===== src/rtl/sem_fifo.sv =====
// Small register queue between the front and the back.
module sem_fifo #(
  parameter int DW    = 8,
  parameter int DEPTH = 4
) (
  input  logic          clk_i,
  input  logic          rst_ni,
  input  logic          push_i,
  input  logic [DW-1:0] data_i,
  output logic          full_o,
  input  logic          pop_i,
  output logic          valid_o,
  output logic [DW-1:0] data_o
);
  localparam int AW = (DEPTH > 1) ? $clog2(DEPTH) : 1;
  localparam int CW = $clog2(DEPTH + 1);

  logic [DW-1:0] store_q [DEPTH];
  logic [AW-1:0] wp_q, rp_q;
  logic [CW-1:0] cnt_q;
  logic          do_push, do_pop;

  assign full_o  = (cnt_q == CW'(DEPTH));
  assign valid_o = (cnt_q != '0);
  assign data_o  = store_q[rp_q];
  assign do_push = push_i && !full_o;
  assign do_pop  = pop_i && valid_o;

  always_ff @(posedge clk_i) begin
    if (do_push) store_q[wp_q] <= data_i;
  end

  always_ff @(posedge clk_i or negedge rst_ni) begin
    if (!rst_ni) begin
      wp_q  <= '0;
      rp_q  <= '0;
      cnt_q <= '0;
    end else begin
      if (do_push) wp_q <= (wp_q == AW'(DEPTH - 1)) ? '0 : wp_q + 1'b1;
      if (do_pop)  rp_q <= (rp_q == AW'(DEPTH - 1)) ? '0 : rp_q + 1'b1;
      cnt_q <= cnt_q + CW'(do_push) - CW'(do_pop);
    end
  end
endmodule


===== config.mk =====
export PLATFORM = sky130hd
export DESIGN_NAME = sem_fifo
export DESIGN_NICKNAME = d
export VERILOG_FILES = /design/src/rtl/sem_fifo.sv
export SDC_FILE = /design/constraint.sdc
export NUM_CORES = 1
export LEC_CHECK = 0
export BUFFER_PORTS_ARGS = -buffer_cell sky130_fd_sc_hd__buf_2
export CELL_PAD_IN_SITES_DETAIL_PLACEMENT = 1
export CELL_PAD_IN_SITES_GLOBAL_PLACEMENT = 1
export CORE_UTILIZATION = 50
export CTS_CLUSTER_DIAMETER = 80
export DETAILED_ROUTE_END_ITERATION = 16
export MAX_ROUTING_LAYER = met4
export PLACE_DENSITY = 0.86
export SLEW_MARGIN = 40
export SYNTH_ARGS = -nofsm -noshare
export SYNTH_HDL_FRONTEND = slang
export SYNTH_SLANG_ARGS = --single-unit

===== constraint.sdc =====
create_clock -name clk_i -period 4.8 [get_ports clk_i]
set_input_delay 0.24 -clock clk_i [delete_from_list [all_inputs] [get_ports clk_i]]
set_output_delay 0.24 -clock clk_i [all_outputs]
set_load 0.005 [all_outputs]

==> PnR_summary.wiki, run 1 <==
{| class="wikitable"
! Metric !! Value
|-
| Run status || finished, final reports clean
|-
| Power per Cell Area || 605 nW/um2
|-
| Wire length of the first global-routing pass || 4.55 mm
|-
| Sum of internal, switching and leakage power || 1.15 mW
|-
| Slew Limit Fails || 0
|-
| Unrepaired setup endpoints after global routing || false
|-
| Cell leakage power || 0.725 nW
|-
| Maximum fanout encountered on the critical timing path || 7
|-
| Crit path launch type || flip-flop
|-
| Clock period minus worst slack || 2290 ps
|-
| Unique masters post-synth || 20
|-
| Max-capacitance violation count || 0
|-
| Finish-stage setup viols || 0
|-
| Global routing usage summed across all routing layers || 20.1%
|-
| Detailed placement HPWL || 1.99 mm
|-
| Chip height || 59.3 um
|-
| Setup tns final || 0 ps
|-
| Number of antenna-violating nets in the routed design || 0
|-
| Number of global-route vias before repair || 856
|-
| Antenna cells || 0
|-
| Largest net degree at the start of global routing || 13
|-
| TritonCTS clock tree || yes
|-
| Synth area leaders || sky130_fd_sc_hd__edfxtp_1, sky130_fd_sc_hd__mux4_2, sky130_fd_sc_hd__dfrtp_1
|-
| Reg clk slew, reported paths || 120 ps
|-
| Die area || 3520 um2
|-
| Tightest Pin Transition || 616 ps
|-
| Per-cell via count in the routed design || 5.32
|-
| Synth top area share || 58.5%
|-
| Number of input and output port buffers inserted || 21
|-
| Number of cells in the design after placement || 147
|-
| CTS Buf Count || 5
|-
| Boundary Pins || 22
|-
| Netlist Area Pre-Place || 1640 um2
|-
| Number of nets in the layout || 131
|-
| Worst skew pair latency || 350 ps
|-
| Cells after Synth || 84
|-
| Worst Slack Setup Final || 2510 ps
|-
| Worst stage delay on the critical path || 510 ps
|-
| Initial Util || 53.3%
|-
| Count of standard-cell rows || 20
|-
| Horiz. Die Dim || 59.3 um
|-
| Worst setup skew after layout || 15.5 ps
|-
| Hold Crit Class || in2reg
|-
| Syn Nets || 104
|-
| Slew headroom || 58.9%
|-
| Post_cts resized || 0
|-
| Arrival time worst endpoint || 2520 ps
|-
| Fraction of the cycle the final worst path needs || 47.8%
|-
| H-tree depth || 2
|-
| Non-filler instance count after layout || 156
|-
| Routed wirelength normalized by instance count || 18.5 um
|-
| Setup CP Type || reg2reg
|-
| Final global-route overflow total || 0
|-
| Count of TritonRoute iterations in the first routing pass || 2
|-
| Synthesis Warnings || 0
|-
| Final WL || 2.88 mm
|-
| GPL Wtd Cong || 0.675
|-
| Seq cells post-synth || 39
|-
| Sink count of the clock tree || 39
|-
| Leading area contributor after synthesis || sky130_fd_sc_hd__edfxtp_1
|-
| Crit path capture type || flip-flop
|-
| Avg Synthesized Cell Area || 19.5 um2
|-
| Share of cells above drive strength 1 || 36.6%
|-
| Drc violations || 0
|-
| Buffer cell driving the clock tree root || sky130_fd_sc_hd__clkbuf_4
|-
| Final hold violations || 0
|-
| Core box area || 3080 um2
|-
| Share of the yosys chip area belonging to registers || 69.2%
|-
| Synth-to-layout area growth || 16.0%
|-
| Postcts setup bufs || 0
|-
| Upper clock frequency limit || 0.436 GHz
|-
| Cell with the biggest individual delay on the critical path || sky130_fd_sc_hd__dfrtp_1
|-
| Endpoint required time on the critical path || 5030 ps
|-
| Critical-path cell list || o31ai_2 -> inv_1 -> ha_1 -> inv_1 -> ha_1 -> inv_1 -> fa_1 -> xnor2_1 -> xnor2_1
|-
| Number of antenna violations at the first check in global routing || 0
|-
| Pre-CTS WS || 2480 ps
|-
| Iteration-0 DRC Markers || 16
|-
| Bufs on Longest Clock Path || 2
|-
| Routed vias || 830
|-
| Peak supply drop || 0.386 mV
|-
| Most used cell along the critical path || sky130_fd_sc_hd__inv_1
|}
==> per-layer routing <==
layer / vias up / track usage, % / wire [um]
met1: 422 / 25.0 / 1210
met2: 20 / 29.7 / 1480
met5: - / - / 0
met4: 0 / 7.14 / 36
met3: 7 / 8.30 / 150
li1: 381 / - / -
==> logic make-up (layout without fill, tap and decap cells) <==
group	Yosys count	after routing	synth area share, %
muxes	10	10	12.3
and+or+nand+nor	14	14	7.24
buffers and inverters	8	36	1.90
xor gates and xnor gates	2	2	1.07
DFF	39	39	69.2
adders and majority gates	8	8	6.55
AOI/OAI and AO/OA	3	3	1.68
==> state kept, by name (all words and copies together) (netlist names) <==
register and cells:
cnt_q 3, rp_q 2, store_q 32, wp_q 2
==> worst max-delay path: cells and delay by family (launching register included) <==
kind            cells  cell delay (ps)
xor+xnor            2              280
flops               1              510
fa+ha+maj           3              790
buf+inv             3              200
compound gates      1              410
==> stage by stage <==
stage | instance area, um2 | util, % | hold WS, ps
6_report | 1900 | 61.9 | 100
5_1_grt | 1900 | 61.9 | 82.7
4_1_cts | 1900 | 61.9 | 92.8
3_5_place_dp | 1790 | 58.3 | 89.5
2_1_floorplan | 1640 | - | -55.6
3_3_place_gp | 1790 | 58.3 | 81.1
==> cells in the mapped netlist, drive strengths merged <==
cell type and count:
and3b 4, buf 1, clkbuf 1, dfrtp 7, edfxtp 32, fa 1
ha 7, inv 6, mux2 2, mux4 8, nand2 1, nand2b 3
nand4bb 2, nor2 1, nor3b 1, o211ai 2, o31ai 1, or3 1
or3b 1, xnor2 2
==> worst paths after layout <==
kind,depth (start not counted),slack [ps],endpoint,start
max,9,2510,cnt_q[2]$_DFF_PN0_,cnt_q[1]$_DFF_PN0_
min,1,100,store_q[2][7]$_DFFE_PP_,data_i[7]
max reg2reg,9,2510,cnt_q[2]$_DFF_PN0_,cnt_q[1]$_DFF_PN0_
min reg2reg,2,620,wp_q[1]$_DFFE_PN0P_,wp_q[1]$_DFFE_PN0P_
max in group asynchronous,2,4330,cnt_q[1]$_DFF_PN0_,rst_ni
min in group asynchronous,2,300,wp_q[0]$_DFFE_PN0P_,rst_ni
==> area by class of cell <==
type | count | area [um2]
flip-flops and latches | 39 | 1140
well taps | 44 | 55.1
clock buffers | 6 | 41.3
fillers | 287 | 1170
multi-input cells | 37 | 474
inverters | 6 | 22.5
clock inverters | 2 | 60.1
repair buffers | 22 | 115
==> where the power goes <==
part,switching [mW],leakage (nW),total [mW],internal (mW)
logic,0.136,0.297,0.328,0.192
registers,0.0969,0.376,0.554,0.457
clock network,0.108,0.0525,0.271,0.163
==> timing repair <==
action / CTS / global route
endpoints found under the setup margin: 0 / 0
hold buffers: 1 / 0
endpoints found under the hold margin: 7 / 0
==> cells in the final DEF, fill, tap and decap left out, types with 3 or more instances in the layout <==
cell and n:
sky130_fd_sc_hd__inv_1 6, sky130_fd_sc_hd__dfrtp_1 7, sky130_fd_sc_hd__buf_2 21, sky130_fd_sc_hd__and3b_1 4
sky130_fd_sc_hd__clkbuf_4 5, sky130_fd_sc_hd__edfxtp_1 32, sky130_fd_sc_hd__mux4_2 8, sky130_fd_sc_hd__ha_1 7
sky130_fd_sc_hd__nand2b_1 3
(Power assumes the default switching activity.)
==> run 2: changes to the inputs <==
--- a/config.mk
+++ b/config.mk
@@ -8,11 +8,11 @@
 export BUFFER_PORTS_ARGS = -buffer_cell sky130_fd_sc_hd__buf_2
 export CELL_PAD_IN_SITES_DETAIL_PLACEMENT = 1
 export CELL_PAD_IN_SITES_GLOBAL_PLACEMENT = 1
-export CORE_UTILIZATION = 50
+export CORE_UTILIZATION = 48
 export CTS_CLUSTER_DIAMETER = 80
 export DETAILED_ROUTE_END_ITERATION = 16
 export MAX_ROUTING_LAYER = met4
-export PLACE_DENSITY = 0.86
+export PLACE_DENSITY = 0.84
 export SLEW_MARGIN = 40
 export SYNTH_ARGS = -nofsm -noshare
 export SYNTH_HDL_FRONTEND = slang
==> constraint.sdc (replaced) <==
create_clock -name clk_i -period 2.2 [get_ports clk_i]
set_input_delay 0.11 -clock clk_i [delete_from_list [all_inputs] [get_ports clk_i]]
set_output_delay 0.11 -clock clk_i [all_outputs]
set_load 0.005 [all_outputs]
==> PnR_summary.wiki, run 2 (same netlist as run 1, synthesis figures left out) <==
{| class="wikitable"
! Metric !! Value
|-
| Count of TritonRoute iterations in the first routing pass || 4 (+2)
|-
| Routed wirelength normalized by instance count || 19.7 um (+6.8%)
|-
| Worst setup skew after layout || 7.21 ps (-8.33 ps)
|-
| Final hold violations || 0 (unchanged)
|-
| Worst skew pair latency || 340 ps (about the same)
|-
| Maximum fanout encountered on the critical timing path || 4 (-3)
|-
| Switching Fraction || 30.7% (+1.1 points)
|-
| Number of flip-flops under the largest register name || 32 (unchanged)
|-
| Routed vias || 896 (+8.0%)
|-
| Boundary Pins || 22 (unchanged)
|-
| Share of cells above drive strength 1 || 46.0% (+9.4 points)
|-
| Finish-stage setup viols || 1 (+1)
|-
| Violated checks || setup timing
|-
| Largest net degree at the start of global routing || 13 (unchanged)
|-
| Registers with the highest flip-flop counts || store_q: 32 flops, cnt_q: 3 flops
|-
| Setup tns final || -14.0 ps (-14.0 ps)
|-
| Number of inserted filler cells in the final layout || 299 (+4.2%)
|-
| Clock period minus worst slack || 2210 ps (-78.5 ps)
|-
| Cell Int Power || 1.90 mW (+130%)
|-
| Number of cells in the design after placement || 149 (+1.4%)
|-
| Power per Cell Area || 1310 nW/um2 (+120%)
|-
| Upper clock frequency limit || 0.452 GHz (+3.5%)
|-
| Reg clk slew, reported paths || 110 ps (about the same)
|-
| Max-capacitance violation count || 0 (unchanged)
|-
| Number of antenna violations at the first check in global routing || 0 (unchanged)
|-
| Per-cell via count in the routed design || 5.27 (-0.94%)
|-
| Number of global-route vias before repair || 978 (+14%)
|-
| Setup CP Type || reg2reg
|-
| Detailed placement HPWL || 2.21 mm (+11%)
|-
| Most common cell after layout, fill and taps aside || sky130_fd_sc_hd__edfxtp_1
|-
| Worst Slack Setup Final || -14.0 ps (-2520 ps)
|-
| Number of nets in the layout || 145 (+11%)
|-
| Logic gate share of total power || 34.2% (+5.7 points)
|-
| Count of standard-cell rows || 20 (unchanged)
|-
| Core box area || 3150 um2 (+2.4%)
|-
| Commonest non-fill, non-tap cells in the layout || sky130_fd_sc_hd__edfxtp_1, sky130_fd_sc_hd__buf_2, sky130_fd_sc_hd__dlygate4sd3_1, sky130_fd_sc_hd__mux4_2, sky130_fd_sc_hd__buf_4
|-
| Initial Util || 52.1% (-1.3 points)
|-
| Part of the total power dissipated in the clock network || 21.3% (-2.2 points)
|-
| Drc violations || 0 (unchanged)
|-
| H-tree depth || 2 (unchanged)
|-
| CTS Buf Count || 5 (unchanged)
|-
| Cell leakage power || 0.791 nW (+9.0%)
|-
| Arrival time worst endpoint || 2460 ps (-60 ps)
|-
| Hold Crit Class || in2reg
|-
| TritonCTS clock tree || yes
|-
| Unrepaired setup endpoints after global routing || true
|-
| Bufs on Longest Clock Path || 2 (unchanged)
|-
| Final global-route overflow total || 0 (unchanged)
|-
| NetSw || 842 uW (+150%)
|-
| Slew headroom || 59.6% (+0.72 points)
|-
| Crit path launch type || flip-flop
|-
| Run status || complete, but fails checks
|-
| Slew Limit Fails || 0 (unchanged)
|-
| Synth-to-layout area growth || 27.1%
|-
| Peak supply drop || 0.744 mV (+93%)
|-
| Chip height || 60.5 um (+2.0%)
|-
| Global routing usage summed across all routing layers || 20.7% (+0.66 points)
|-
| Number of input and output port buffers inserted || 21 (unchanged)
|-
| Crit path capture type || flip-flop
|-
| Endpoint required time on the critical path || 2450 ps (-2580 ps)
|-
| Sum of internal, switching and leakage power || 2.74 mW (+140%)
|-
| Antenna cells || 0 (unchanged)
|-
| Tightest Pin Transition || 606 ps (-10.8 ps)
|-
| Buffer cell driving the clock tree root || sky130_fd_sc_hd__clkbuf_4
|-
| Die area || 3660 um2 (+4.0%)
|-
| Iteration-0 DRC Markers || 8 (-8)
|-
| Post-Route Utilization || 66.2% (+4.3 points)
|-
| Number of antenna-violating nets in the routed design || 0 (unchanged)
|-
| Wire length of the first global-routing pass || 4.80 mm (+5.6%)
|-
| Sequential cell fraction of total power || 44.6% (-3.4 points)
|-
| Non-filler instance count after layout || 170 (+9.0%)
|-
| Final WL || 3.35 mm (+16%)
|-
| GPL Wtd Cong || 0.731 (+8.2%)
|-
| Fraction of the cycle the final worst path needs || 101% (+53 points)
|-
| Largest register by flop count || store_q
|-
| Horiz. Die Dim || 60.5 um (+2.0%)
|-
| Sink count of the clock tree || 39 (unchanged)
|}
[run 2: routing by layer]
metal	GRT usage (%)	share of wire, %
met1	22.7	38
met2	34.2	56
met3	5.33	3.4
met4	12.0	3.3
met5	-	0
[run 2: layout make-up]
class | instances | area [um2] | share of cell area, %
Tap cell | 44 | 55.1 | 2.64
Clock inverter | 2 | 60.1 | 2.88
Inverter | 6 | 25.0 | 1.20
Sequential cell | 39 | 1140 | 54.6
Multi-Input combinational cell | 37 | 526 | 25.2
Clock buffer | 6 | 41.3 | 1.98
Timing Repair Buffer | 36 | 240 | 11.5
[run 2: worst max-delay path: stages, from the launching register on]
cell,delay [ps]
sky130_fd_sc_hd__dfrtp_2,500
sky130_fd_sc_hd__nor3b_4,260
sky130_fd_sc_hd__nand2b_4,180
sky130_fd_sc_hd__ha_4,210
sky130_fd_sc_hd__inv_4,60
sky130_fd_sc_hd__ha_4,110
sky130_fd_sc_hd__inv_2,40
sky130_fd_sc_hd__fa_2,400
sky130_fd_sc_hd__xnor2_2,160
sky130_fd_sc_hd__xnor2_1,210
[run 2: worst paths after layout]
kind,startpoint,to,slack (ps),cells after the start
max,cnt_q[0]$_DFF_PN0_,cnt_q[2]$_DFF_PN0_,-10,9
min,push_i,wp_q[1]$_DFFE_PN0P_,120,3
max reg2reg,cnt_q[0]$_DFF_PN0_,cnt_q[2]$_DFF_PN0_,-10,9
min reg2reg,wp_q[1]$_DFFE_PN0P_,wp_q[1]$_DFFE_PN0P_,630,2
max in group asynchronous,rst_ni,cnt_q[0]$_DFF_PN0_,1860,2
min in group asynchronous,rst_ni,rp_q[0]$_DFFE_PN0P_,160,2
[run 2: repair_timing]
action / in CTS / in global routing
hold buffers: 9 / 0
gates cloned: 0 / 0
endpoints found under the setup margin: 1 / 1
pin swaps: 0 / 6
hold endpoints to repair: 39 / 0
gates resized for setup: 3 / 11
setup buffers: 3 / 1
[run 2: through the flow]
stage / hold slack (ps) / setup WS, ps / cell area, um2
finish: 121 / -14.0 / 2090
global route: 121 / -60.5 / 2090
CTS: 92.1 / 19.6 / 2030
detailed placement: -44.6 / -82.7 / 1810
global placement: -46.6 / 135 / 1810
floorplan: -186 / 107 / 1640
[run 2: power by group through the flow]
stage	Combinational, mW	Clock, mW	Sequential (mW)
5_1_grt	1.02	0.623	1.25
3_3_place_gp	0.705	0	1.20
2_1_floorplan	0.570	0	1.11
4_1_cts	0.872	0.591	1.19
3_5_place_dp	0.776	0	1.23
6_report	0.937	0.584	1.22
