`src/rtl/sem_pkg.sv`:
```
// Shared constants, types and kernel tables of the Sobel edge magnitude block.
package sem_pkg;

  localparam int MAX_WIDTH_DEF  = 1024;
  localparam int MAX_HEIGHT_DEF = 4096;

  localparam int PIX_W      = 8;
  localparam int RGB_W      = 3 * PIX_W;
  localparam int W_REG_W    = 11;
  localparam int H_REG_W    = 13;
  localparam int CFG_IDX_W  = 1;
  localparam int CFG_DATA_W = 13;

  localparam logic [CFG_IDX_W-1:0] CFG_IMAGE_WIDTH  = 1'd0;
  localparam logic [CFG_IDX_W-1:0] CFG_IMAGE_HEIGHT = 1'd1;

  localparam logic [W_REG_W-1:0] RST_IMAGE_WIDTH  = 11'd640;
  localparam logic [H_REG_W-1:0] RST_IMAGE_HEIGHT = 13'd480;

  localparam logic CMD_PIXEL = 1'b0;
  localparam logic CMD_DRAIN = 1'b1;

  localparam int QUEUE_DEPTH = 4;
  localparam int TAPS        = 9;
  localparam int TAP_W       = 4;
  localparam int G_W         = 12;
  localparam int SQ_W        = 22;
  localparam logic [PIX_W-1:0] MAG_MAX = 8'd255;

  typedef struct packed {
    logic wr;
    logic rel;
    logic top;
    logic bottom;
    logic left;
    logic right;
  } sem_flags_t;

  // Row offset of a window tap: -1, 0 or +1.
  function automatic logic signed [1:0] tap_dr(input logic [TAP_W-1:0] k);
    logic signed [1:0] r;
    case (k)
      4'd0, 4'd1, 4'd2: r = -2'sd1;
      4'd3, 4'd4, 4'd5: r = 2'sd0;
      default:          r = 2'sd1;
    endcase
    return r;
  endfunction

  // Column offset of a window tap: -1, 0 or +1.
  function automatic logic signed [1:0] tap_dc(input logic [TAP_W-1:0] k);
    logic signed [1:0] r;
    case (k)
      4'd0, 4'd3, 4'd6: r = -2'sd1;
      4'd1, 4'd4, 4'd7: r = 2'sd0;
      default:          r = 2'sd1;
    endcase
    return r;
  endfunction

  function automatic logic signed [2:0] kern_x(input logic [TAP_W-1:0] k);
    logic signed [2:0] r;
    case (k)
      4'd0, 4'd6: r = -3'sd1;
      4'd3:       r = -3'sd2;
      4'd2, 4'd8: r = 3'sd1;
      4'd5:       r = 3'sd2;
      default:    r = 3'sd0;
    endcase
    return r;
  endfunction

  function automatic logic signed [2:0] kern_y(input logic [TAP_W-1:0] k);
    logic signed [2:0] r;
    case (k)
      4'd0, 4'd2: r = -3'sd1;
      4'd1:       r = -3'sd2;
      4'd6, 4'd8: r = 3'sd1;
      4'd7:       r = 3'sd2;
      default:    r = 3'sd0;
    endcase
    return r;
  endfunction

endpackage

```
`src/rtl/sem_pix_if.sv`:
```
// Input channel: RGB pixel or drain command.
interface sem_pix_if;
  import sem_pkg::*;
  logic             valid;
  logic             ready;
  logic             cmd;
  logic [PIX_W-1:0] in_red;
  logic [PIX_W-1:0] in_green;
  logic [PIX_W-1:0] in_blue;

  modport source (output valid, cmd, in_red, in_green, in_blue, input ready);
  modport sink (input valid, cmd, in_red, in_green, in_blue, output ready);
endinterface

```
`src/rtl/sem_front.sv`:
```
// Front end: takes transactions, tracks frame position and queues work.
module sem_front #(
  parameter int MAX_WIDTH  = sem_pkg::MAX_WIDTH_DEF,
  parameter int MAX_HEIGHT = sem_pkg::MAX_HEIGHT_DEF,
  parameter int DW         = 8
) (
  input  logic                             clk_i,
  input  logic                             rst_ni,
  sem_pix_if.sink                          pix_in,
  input  logic                             cfg_we_i,
  input  logic [sem_pkg::CFG_IDX_W-1:0]    cfg_idx_i,
  input  logic [sem_pkg::CFG_DATA_W-1:0]   cfg_wdata_i,
  input  logic                             q_full_i,
  output logic                             q_push_o,
  output logic [DW-1:0]                    q_data_o
);
  import sem_pkg::*;

  localparam int RING = 2 * MAX_WIDTH + 3;
  localparam int PW   = $clog2(RING);
  localparam int WW   = $clog2(MAX_WIDTH + 1);
  localparam int CW   = $clog2(MAX_WIDTH);
  localparam int HW   = $clog2(MAX_HEIGHT + 1);
  localparam int RW   = $clog2(MAX_HEIGHT);
  localparam int NW   = $clog2(MAX_WIDTH + 2);

  logic [W_REG_W-1:0] wreg_q;
  logic [H_REG_W-1:0] hreg_q;
  logic [WW-1:0]      cur_w_q, w;
  logic [HW-1:0]      cur_h_q, h;
  logic [CW-1:0]      in_col_q, out_col_q;
  logic [RW-1:0]      in_row_q, out_row_q;
  logic [NW-1:0]      pend_q;
  logic [PW-1:0]      wptr_q, optr_q, waddr;
  logic               done_q;
  logic [WW-1:0]      w_cl;
  logic [HW-1:0]      h_cl;
  logic               acc, pixel, start, rel, last;
  sem_flags_t         fl;

  always_comb begin
    if (wreg_q == '0) w_cl = WW'(1);
    else if (32'(wreg_q) > MAX_WIDTH) w_cl = WW'(MAX_WIDTH);
    else w_cl = WW'(wreg_q);
    if (hreg_q == '0) h_cl = HW'(1);
    else if (32'(hreg_q) > MAX_HEIGHT) h_cl = HW'(MAX_HEIGHT);
    else h_cl = HW'(hreg_q);
  end

  assign pix_in.ready = !q_full_i;
  assign acc   = pix_in.valid && !q_full_i;
  assign pixel = (pix_in.cmd == CMD_PIXEL) && !done_q;
  assign start = pixel && (in_row_q == '0) && (in_col_q == '0);
  assign w     = start ? w_cl : cur_w_q;
  assign h     = start ? h_cl : cur_h_q;
  assign waddr = start ? '0 : wptr_q;
  assign rel   = pixel ? (pend_q > NW'(w)) : done_q;

  always_comb begin
    fl.wr     = pixel;
    fl.rel    = rel;
    fl.top    = (out_row_q == '0);
    fl.bottom = (HW'(out_row_q) == h - 1'b1);
    fl.left   = (out_col_q == '0);
    fl.right  = (WW'(out_col_q) == w - 1'b1);
  end
  assign last = fl.bottom && fl.right;

  assign q_push_o = acc && (pixel || rel);
  assign q_data_o = {fl, pix_in.in_red, pix_in.in_green, pix_in.in_blue, waddr, optr_q, w};

  always_ff @(posedge clk_i or negedge rst_ni) begin
    if (!rst_ni) begin
      wreg_q    <= RST_IMAGE_WIDTH;
      hreg_q    <= RST_IMAGE_HEIGHT;
      cur_w_q   <= WW'(MAX_WIDTH);
      cur_h_q   <= HW'(MAX_HEIGHT);
      in_col_q  <= '0;
      in_row_q  <= '0;
      out_col_q <= '0;
      out_row_q <= '0;
      pend_q    <= '0;
      wptr_q    <= '0;
      optr_q    <= '0;
      done_q    <= 1'b0;
    end else begin
      if (cfg_we_i) begin
        case (cfg_idx_i)
          CFG_IMAGE_WIDTH:  wreg_q <= cfg_wdata_i[W_REG_W-1:0];
          CFG_IMAGE_HEIGHT: hreg_q <= cfg_wdata_i[H_REG_W-1:0];
          default: ;
        endcase
      end
      if (acc) begin
        if (start) begin
          cur_w_q <= w_cl;
          cur_h_q <= h_cl;
        end
        if (pixel) begin
          wptr_q <= (waddr == PW'(RING - 1)) ? '0 : waddr + 1'b1;
          if (WW'(in_col_q) == w - 1'b1) begin
            in_col_q <= '0;
            if (HW'(in_row_q) == h - 1'b1) done_q <= 1'b1;
            else in_row_q <= in_row_q + 1'b1;
          end else begin
            in_col_q <= in_col_q + 1'b1;
          end
        end
        pend_q <= pend_q + NW'(pixel) - NW'(rel);
        if (rel) begin
          if (last) begin
            // frame complete: restart all counters
            in_col_q  <= '0;
            in_row_q  <= '0;
            out_col_q <= '0;
            out_row_q <= '0;
            pend_q    <= '0;
            optr_q    <= '0;
            done_q    <= 1'b0;
          end else begin
            optr_q <= (optr_q == PW'(RING - 1)) ? '0 : optr_q + 1'b1;
            if (fl.right) begin
              out_col_q <= '0;
              out_row_q <= out_row_q + 1'b1;
            end else begin
              out_col_q <= out_col_q + 1'b1;
            end
          end
        end
      end
    end
  end
endmodule

```
`src/flat_wrapper.sv`:
```
// flat-port wrapper written by rule: the top's interface ports become plain ports
module sem_front_flat import sem_pkg::*;
#(
  parameter int MAX_WIDTH  = sem_pkg::MAX_WIDTH_DEF,
  parameter int MAX_HEIGHT = sem_pkg::MAX_HEIGHT_DEF,
  parameter int DW         = 8
)
  (clk_i, rst_ni, cfg_we_i, cfg_idx_i, cfg_wdata_i, q_full_i, q_push_o, q_data_o, pix_in_valid, pix_in_cmd, pix_in_in_red, pix_in_in_green, pix_in_in_blue, pix_in_ready);
  sem_pix_if pix_in_i ();
  input  logic clk_i;
  input  logic rst_ni;
  input  logic cfg_we_i;
  input  logic [sem_pkg::CFG_IDX_W-1:0] cfg_idx_i;
  input  logic [sem_pkg::CFG_DATA_W-1:0] cfg_wdata_i;
  input  logic q_full_i;
  output logic q_push_o;
  output logic [DW-1:0] q_data_o;
  input wire logic [$bits(pix_in_i.valid)-1:0] pix_in_valid;
  input wire logic [$bits(pix_in_i.cmd)-1:0] pix_in_cmd;
  input wire logic [$bits(pix_in_i.in_red)-1:0] pix_in_in_red;
  input wire logic [$bits(pix_in_i.in_green)-1:0] pix_in_in_green;
  input wire logic [$bits(pix_in_i.in_blue)-1:0] pix_in_in_blue;
  output wire logic [$bits(pix_in_i.ready)-1:0] pix_in_ready;
  assign pix_in_i.valid = pix_in_valid;
  assign pix_in_i.cmd = pix_in_cmd;
  assign pix_in_i.in_red = pix_in_in_red;
  assign pix_in_i.in_green = pix_in_in_green;
  assign pix_in_i.in_blue = pix_in_in_blue;
  assign pix_in_ready = pix_in_i.ready;
  sem_front #(.MAX_WIDTH(MAX_WIDTH), .MAX_HEIGHT(MAX_HEIGHT), .DW(DW)) u_core (.clk_i(clk_i), .rst_ni(rst_ni), .pix_in(pix_in_i), .cfg_we_i(cfg_we_i), .cfg_idx_i(cfg_idx_i), .cfg_wdata_i(cfg_wdata_i), .q_full_i(q_full_i), .q_push_o(q_push_o), .q_data_o(q_data_o));
endmodule
```
`config.mk`:
```
export PLATFORM = sky130hd
export DESIGN_NAME = sem_front_flat
export DESIGN_NICKNAME = d
export VERILOG_FILES = /design/src/rtl/sem_pkg.sv /design/src/rtl/sem_pix_if.sv /design/src/rtl/sem_front.sv /design/src/flat_wrapper.sv
export SDC_FILE = /design/constraint.sdc
export NUM_CORES = 1
export LEC_CHECK = 0
export BUFFER_PORTS_ARGS = -buffer_cell sky130_fd_sc_hd__buf_2
export CAP_MARGIN = 20
export CELL_PAD_IN_SITES_DETAIL_PLACEMENT = 0
export CELL_PAD_IN_SITES_GLOBAL_PLACEMENT = 2
export CORE_AREA = 10 10 157 159
export DETAILED_ROUTE_END_ITERATION = 10
export DIE_AREA = 0 0 167 169
export GPL_ROUTABILITY_DRIVEN = 0
export PLACE_DENSITY_LB_ADDON = 0.3
export SLEW_MARGIN = 5
export SYNTH_ARGS = -nofsm -noshare
export SYNTH_HDL_FRONTEND = slang
export SYNTH_SLANG_ARGS = --single-unit
```
`constraint.sdc`:
```
create_clock -name clk_i -period 7.04 [get_ports clk_i]
set_input_delay 1.408 -clock clk_i [delete_from_list [all_inputs] [get_ports clk_i]]
set_output_delay 1.408 -clock clk_i [all_outputs]
set_load 0.03 [all_outputs]
```
==> results of run 1 <==
==> layer usage <==
metal,routed length [um],part of all wire,GRT usage
met5,0,0,0
met4,259,0.010,0.0420
met3,1020,0.041,0.0243
met2,10900,0.44,0.263
met1,12600,0.51,0.257
==> cells by family after synthesis <==
group | count (synthesis) | share of synthesized area
AND/OR/NAND/NOR | 377 | 0.251
AO/OA/AOI/OAI | 248 | 0.201
multiplexers | 36 | 0.0484
flip-flops | 104 | 0.324
adder cells (fa/ha/maj) | 30 | 0.0475
buffers and inverters | 111 | 0.0621
XOR/XNOR | 60 | 0.0652
==> sequential cells by signal, indices dropped and copies added (netlist names) <==
| register | flops |
|---|---|
| u_core.cur_h_q | 13 |
| u_core.cur_w_q | 11 |
| u_core.done_q | 1 |
| u_core.hreg_q | 13 |
| u_core.in_col_q | 10 |
| u_core.in_row_q | 12 |
| u_core.out_col_q | 10 |
| u_core.out_row_q | 12 |
| u_core.pend_q | 11 |
| u_core.wreg_q | 11 |
==> Yosys cell counts, types with 4 or more instances <==
cell type	count
nand2_1	107
dfrtp_1	96
o21ai_0	73
nor2_1	57
inv_1	44
a21oi_1	41
clkbuf_1	39
xnor2_1	37
nand3_1	35
ha_1	29
nor3_1	25
mux2_2	24
o31ai_1	24
or3_1	23
xor2_1	23
nor4_1	20
nand4_1	15
nor2b_1	15
a21o_1	14
and3_1	14
or4_1	13
mux2i_1	12
buf_4	11
nand2b_1	11
buf_2	10
o211ai_1	10
a31oi_1	9
o21ai_1	9
dfstp_2	8
a211oi_1	7
a41oi_1	5
a2111oi_0	4
a211o_1	4
and2_1	4
buf_6	4
nand4b_1	4
nor3b_1	4
nor4_2	4
o2111ai_1	4
o311ai_0	4
==> through the flow <==
step | hold slack [ps] | instances | power (mW)
4_1_cts | 504 | 1250 | 1.91
3_3_place_gp | 487 | 1234 | 1.39
5_1_grt | 518 | 1251 | 2.03
6_report | 497 | 1251 | 1.89
2_1_floorplan | 467 | 966 | 1.24
3_5_place_dp | 492 | 1234 | 1.39
==> area by class of cell <==
type / count / share of cell area
tap: 280 / 0.0402
clock buffer: 10 / 0.0263
inverter: 45 / 0.0194
sequential: 104 / 0.300
multi-input combinational: 751 / 0.569
timing repair buffer: 55 / 0.0393
clock inverter: 6 / 0.00632
==> power by group <==
group	switching [mW]	internal, mW	leakage [nW]
clock	0.260	0.246	0.136
combinational	0.337	0.278	2.19
sequential	0.105	0.664	1.32
total	0.702	1.19	3.65
==> tightest hold or removal path: stages (launching register included) <==
cell and delay, ps:
dfstp_2 390, nand2_1 50, o21ai_0 60
==> what timing repair did <==
item,CTS,global route
gates resized for setup,0,1
endpoints found under the setup margin,0,1
buffers inserted,0,0
hold buffers,0,0
==> worst max-delay path by stage <==
| stage | from | end | slack, ps | cells after the start |
|---|---|---|---|---|
| after floorplan | pix_in_cmd | u_core.pend_q[10]$_DFFE_PN0P_ | 500 | 30 |
| after global placement | pix_in_cmd | u_core.out_row_q[10]$_DFFE_PN0P_ | 80 | 20 |
| after detailed placement | pix_in_cmd | u_core.pend_q[10]$_DFFE_PN0P_ | 10 | 30 |
| after CTS | pix_in_cmd | u_core.pend_q[10]$_DFFE_PN0P_ | 410 | 30 |
| after global routing | pix_in_cmd | u_core.pend_q[10]$_DFFE_PN0P_ | 30 | 30 |
| final | pix_in_cmd | u_core.pend_q[10]$_DFFE_PN0P_ | 400 | 30 |
==> impl_metrics.csv, run 1 <==
group,metric,value,unit
run_status,status,"finished clean",
drt,drc,0,
clock_tree,ctsHtreeMaxLevel,3,
final_layout,nets,1040,
critical_path,cp_top_family,"compound AO/OA/AOI/OAI gates",
critical_path,worst-path-buf-inv,7,
place,pre_cts_ws,11.4,ps
critical_path,ff2ff_setup_slack,950,ps
place,numPortBuffers,29,
drt,drt_pass1_iterations,5,
clock_tree,cts.sinks,104,
timing,fin_crit,6640,ps
worst_hold_path,holdCritStartpoint,"u_core.cur_w_q[10]$_DFFE_PN1P_",
worst_hold_path,hold_end,"u_core.cur_w_q[10]$_DFFE_PN1P_",
global_routing,grt_pass1_wl,40.1,mm
critical_path,crit_top_cell,"inv_1",
final_layout,drive_gt1_frac,0.130,
global_routing,antenna_found_initial,0,
clock_tree,ctsLongestPathBuffers,2,
final_layout,n_fill_cell,2229,
synthesis,yosys_warnings,0,
pwr,powerDensity,217,mW/mm2
synthesis,synth_area_leaders,"dfrtp_1 (30%), nand2_1 (5.0%), o21ai_0 (4.5%)",
final_layout,mostFrequentLayoutCell,"nand2_1",
place,dpl_cell_area,0.00842,mm2
critical_path,cp_slowest_stage_delay,430,ps
run,cap_violations,0,
critical_path,required,7350,ps
floorplan,die-height,169,um
synthesis,synth_area,0.00806,mm2
timing,hold_viol,0,
drt,routedWlPerCell,19.8,um
floorplan,io_pins,54,
drt,routed_wl,24.8,mm
critical_path,crit_path_start_kind,"input pin",
synthesis,synth_fp_nets,1040,
final_layout,fin_util,0.404,
pwr,vdd_drop_max,139,uV
critical_path,path_class,"input pin to register",
global_routing,globalRoute.totalOverflow,0,
timing,finalWorstSetupSlack,404,ps
final_layout,area_growth,8.12,%
clock_tree,clock_latency,370,ps
timing,worst_slew_pin_slew,1080,ps
floorplan,initial_core_util,0.374,
critical_path,crit_slowest_cell,"or4_1",
critical_path,reg2reg_to,"u_core.pend_q[10]$_DFFE_PN0P_",
timing,fmax,0.151,GHz
synthesis,synth-edff-count,0,
critical_path,r2r_cells,28,
timing,tns,0,ps
worst_hold_path,hp-class,"register to register",
synthesis,syn_area_per_cell,8.34,um2
final_layout,n_antenna_cell,0,
drt,via_per_inst,5.78,
clock_tree,cts-root-buf,"clkbuf_16",
synthesis,synthArstFlopShare,1.00,
synthesis,syn_inst,966,
final_layout,final_cell_mix,"nand2_1 (106), dfrtp_1 (96), o21ai_0 (73)",
final_layout,fin_area,0.00871,mm2
clock_tree,clk_pin_slew,80,ps
floorplan,die_width,167,um
final_layout,seqCellArea,0.00261,mm2
drt,ant_nets,0,
critical_path,rr_startpoint,"u_core.in_row_q[1]$_DFFE_PN0P_",
synthesis,yosys.area.top_type,"dfrtp_1",
timing,slew_violations,0,
synthesis,synth_top_area_share,0.298,
worst_hold_path,worstHoldPathCells,2,
place,dp_hpwl,18.5,mm
drt,dr_total_vias,7229,
timing,finClkSkew,13.1,ps
critical_path,end_kind,"register",
global_routing,grt_pass1_vias,6932,
synthesis,seq_area_frac_synth,0.324,
critical_path,critPathArrivalTime,6950,ps
global_routing,grt.total_usage,0.175,
timing,slew_headroom,0.279,
global_routing,grt_max_degree,66,
timing,rsz0062_at_grt,"no",
pwr,cellLeakagePower,3.65,nW
synthesis,ys_ff_latch,104,
critical_path,critPathMaxFanout,10,
clock_tree,cts_tree,"done",
clock_tree,cts_made_buffers,9,
timing,setup_violations,0,
synthesis,synth.distinct_cells,82,
synthesis,synthFlopType,"dfrtp_1",
floorplan,design.die.area,0.0282,mm2
floorplan,core_region_area,0.0216,mm2
drt,drtIter0Drc,492,
timing,fin_crit_sh,0.943,
final_layout,multi_input_area,0.00496,mm2
floorplan,num_rows,54,
No activity file was read; power rests on OpenSTA's default activity.
==> inputs of run 2 (changes only) <==
--- a/config.mk
+++ b/config.mk
@@ -7,11 +7,11 @@
 export LEC_CHECK = 0
 export BUFFER_PORTS_ARGS = -buffer_cell sky130_fd_sc_hd__buf_2
 export CAP_MARGIN = 20
-export CELL_PAD_IN_SITES_DETAIL_PLACEMENT = 0
-export CELL_PAD_IN_SITES_GLOBAL_PLACEMENT = 2
-export CORE_AREA = 10 10 157 159
+export CELL_PAD_IN_SITES_DETAIL_PLACEMENT = 1
+export CELL_PAD_IN_SITES_GLOBAL_PLACEMENT = 1
+export CORE_AREA = 10 10 142 144
 export DETAILED_ROUTE_END_ITERATION = 10
-export DIE_AREA = 0 0 167 169
+export DIE_AREA = 0 0 152 154
 export GPL_ROUTABILITY_DRIVEN = 0
 export PLACE_DENSITY_LB_ADDON = 0.3
 export SLEW_MARGIN = 5
==> constraint.sdc (replaced) <==
create_clock -name clk_i -period 7.04 [get_ports clk_i]
set_input_delay 0.704 -clock clk_i [delete_from_list [all_inputs] [get_ports clk_i]]
set_output_delay 0.704 -clock clk_i [all_outputs]
set_load 0.03 [all_outputs]
==> impl_metrics.csv, run 2 (synthesis results as in run 1) <==
group,metric,value,unit
place,dp_hpwl,18.4,mm
drt,drtIter0Drc,593,
pwr,p_sw,0.695,mW
drt,wl_met3,1.19,mm
drt,routedWlPerCell,20.7,um
critical_path,crit_slowest_cell,"dfrtp_1",
timing,fin_crit_sh,0.903,
global_routing,grt.total_usage,0.205,
timing,fin_crit,6360,ps
final_layout,nets,1030,
clock_tree,ctsLongestPathBuffers,2,
global_routing,grt_max_degree,62,
critical_path,crit_top_cell,"inv_1",
drt,wl_met1,11.8,mm
drt,via_per_inst,6.27,
drt,ant_nets,0,
critical_path,end_kind,"register",
clock_tree,cts-root-buf,"clkbuf_16",
run_status,status,"finished clean",
timing,hold_viol,0,
floorplan,die-height,154,um
final_layout,multi_input_area,0.00495,mm2
timing,slew_violations,0,
run,cap_violations,0,
clock_tree,cts_made_buffers,9,
final_layout,final_cell_mix,"nand2_1 (105), dfrtp_1 (96), o21ai_0 (73)",
drt,drc,0,
pwr,switching_share,0.370,
pwr,finalPower,1.88,mW
critical_path,required,7340,ps
timing,slew_headroom,0.263,
clock_tree,ctsHtreeMaxLevel,3,
timing,worst_slew_pin_slew,1100,ps
final_layout,reg.largest.list,"u_core.cur_h_q (13), u_core.hreg_q (13)",
critical_path,crit_path_start_kind,"register",
drt,routed.top_layer,"met4",
clock_tree,hold_buffers,0,
global_routing,globalRoute.totalOverflow,0,
final_layout,area_growth,6.09,%
final_layout,n_fill_cell,2100,
clock_tree,cts.sinks,104,
timing,setup_violations,0,
pwr,powerDensity,220,mW/mm2
final_layout,n_antenna_cell,0,
final_layout,mostFrequentLayoutCell,"nand2_1",
floorplan,design.die.area,0.0234,mm2
critical_path,critPathArrivalTime,6660,ps
floorplan,io_pins,54,
pwr,comb_power_share,0.334,
clock_tree,clk_pin_slew,80,ps
drt,dr_total_vias,7431,
pwr,seqPwrFrac,0.411,
timing,rsz0062_at_grt,"no",
global_routing,antenna_found_initial,0,
floorplan,die_width,152,um
floorplan,num_rows,48,
drt,wl_met2,11.2,mm
pwr,cellLeakagePower,3.59,nW
floorplan,core_region_area,0.0172,mm2
pwr,p_int,1.18,mW
pwr,p_clk_frac,0.256,
place,numPortBuffers,29,
timing,tns,0,ps
worst_hold_path,hp-class,"input pin to async pin",
clock_tree,cts_tree,"done",
critical_path,path_class,"register to register",
final_layout,drive_gt1_frac,0.120,
critical_path,cp_slowest_stage_delay,490,ps
final_layout,seqCellArea,0.00261,mm2
floorplan,initial_core_util,0.469,
drt,routed_wl,24.6,mm
global_routing,grt_pass1_vias,7393,
global_routing,grt_pass1_wl,40.4,mm
pwr,vdd_drop_max,151,uV
timing,whs,379,ps
drt,drt_pass1_iterations,5,
timing,finClkSkew,10.7,ps
critical_path,critPathMaxFanout,14,
timing,fmax,0.157,GHz
clock_tree,clock_latency,360,ps
## run 2: final cells by class
type | instances | area share
Clock inverter | 5 | 0.00410
Timing Repair Buffer | 45 | 0.0313
Inverter | 45 | 0.0198
Sequential cell | 104 | 0.306
Tap cell | 225 | 0.0329
Clock buffer | 11 | 0.0272
Multi-Input combinational cell | 751 | 0.579
## run 2: power groups by stage
stage / Clock (mW) / Combinational (mW) / Sequential [mW]
global route: 0.514 / 0.717 / 0.784
floorplan: 0 / 0.513 / 0.729
finish: 0.480 / 0.627 / 0.772
global placement: 0 / 0.594 / 0.778
CTS: 0.486 / 0.629 / 0.770
detailed placement: 0 / 0.626 / 0.780
## run 2: worst max-delay path: cells and delay by family, from the launching register on
family	cells	cell delay, ps
and+or+nand+nor	9	2220
AOI/OAI and AO/OA	8	1670
adders and majority gates	5	1220
buffers and inverters	6	710
DFF	1	490
## run 2: worst paths after layout
path                                                start  slack (ps)  cells after the start                        endpoint
setup / recovery           u_core.in_row_q[1]$_DFFE_PN0P_         680                     28   u_core.pend_q[10]$_DFFE_PN0P_
hold / removal                                     rst_ni         380                      1  u_core.cur_h_q[11]$_DFFE_PN0P_
setup reg to reg           u_core.in_row_q[1]$_DFFE_PN0P_         680                     28   u_core.pend_q[10]$_DFFE_PN0P_
hold reg to reg            u_core.cur_h_q[12]$_DFFE_PN1P_         490                      2  u_core.cur_h_q[12]$_DFFE_PN1P_
max in group asynchronous                          rst_ni        5490                      2   u_core.cur_w_q[1]$_DFFE_PN0P_
min in group clk_i         u_core.cur_h_q[12]$_DFFE_PN1P_         490                      2  u_core.cur_h_q[12]$_DFFE_PN1P_
## run 2: what timing repair did
action                     in CTS  in global routing
setup endpoints to repair       0                  1
gates resized for setup         0                  1
buffers inserted                0                  0
## run 2: per-stage QoR
stage / worst slack [ps] / utilization / instance area, um2 / cells
after global placement: 600 / 0.482 / 8280 / 1170
after global routing: 171 / 0.498 / 8550 / 1186
final: 683 / 0.498 / 8550 / 1186
after CTS: 578 / 0.498 / 8550 / 1186
after detailed placement: 457 / 0.482 / 8280 / 1170
after floorplan: 1210 / - / 8060 / 966
## run 2: per-layer routing
metal | vias up | GRT usage
li1 | 3517 | -
met1 | 3704 | 0.290
met2 | 179 | 0.318
met3 | 31 | 0.0290
met4 | 0 | 0.0601
met5 | - | 0
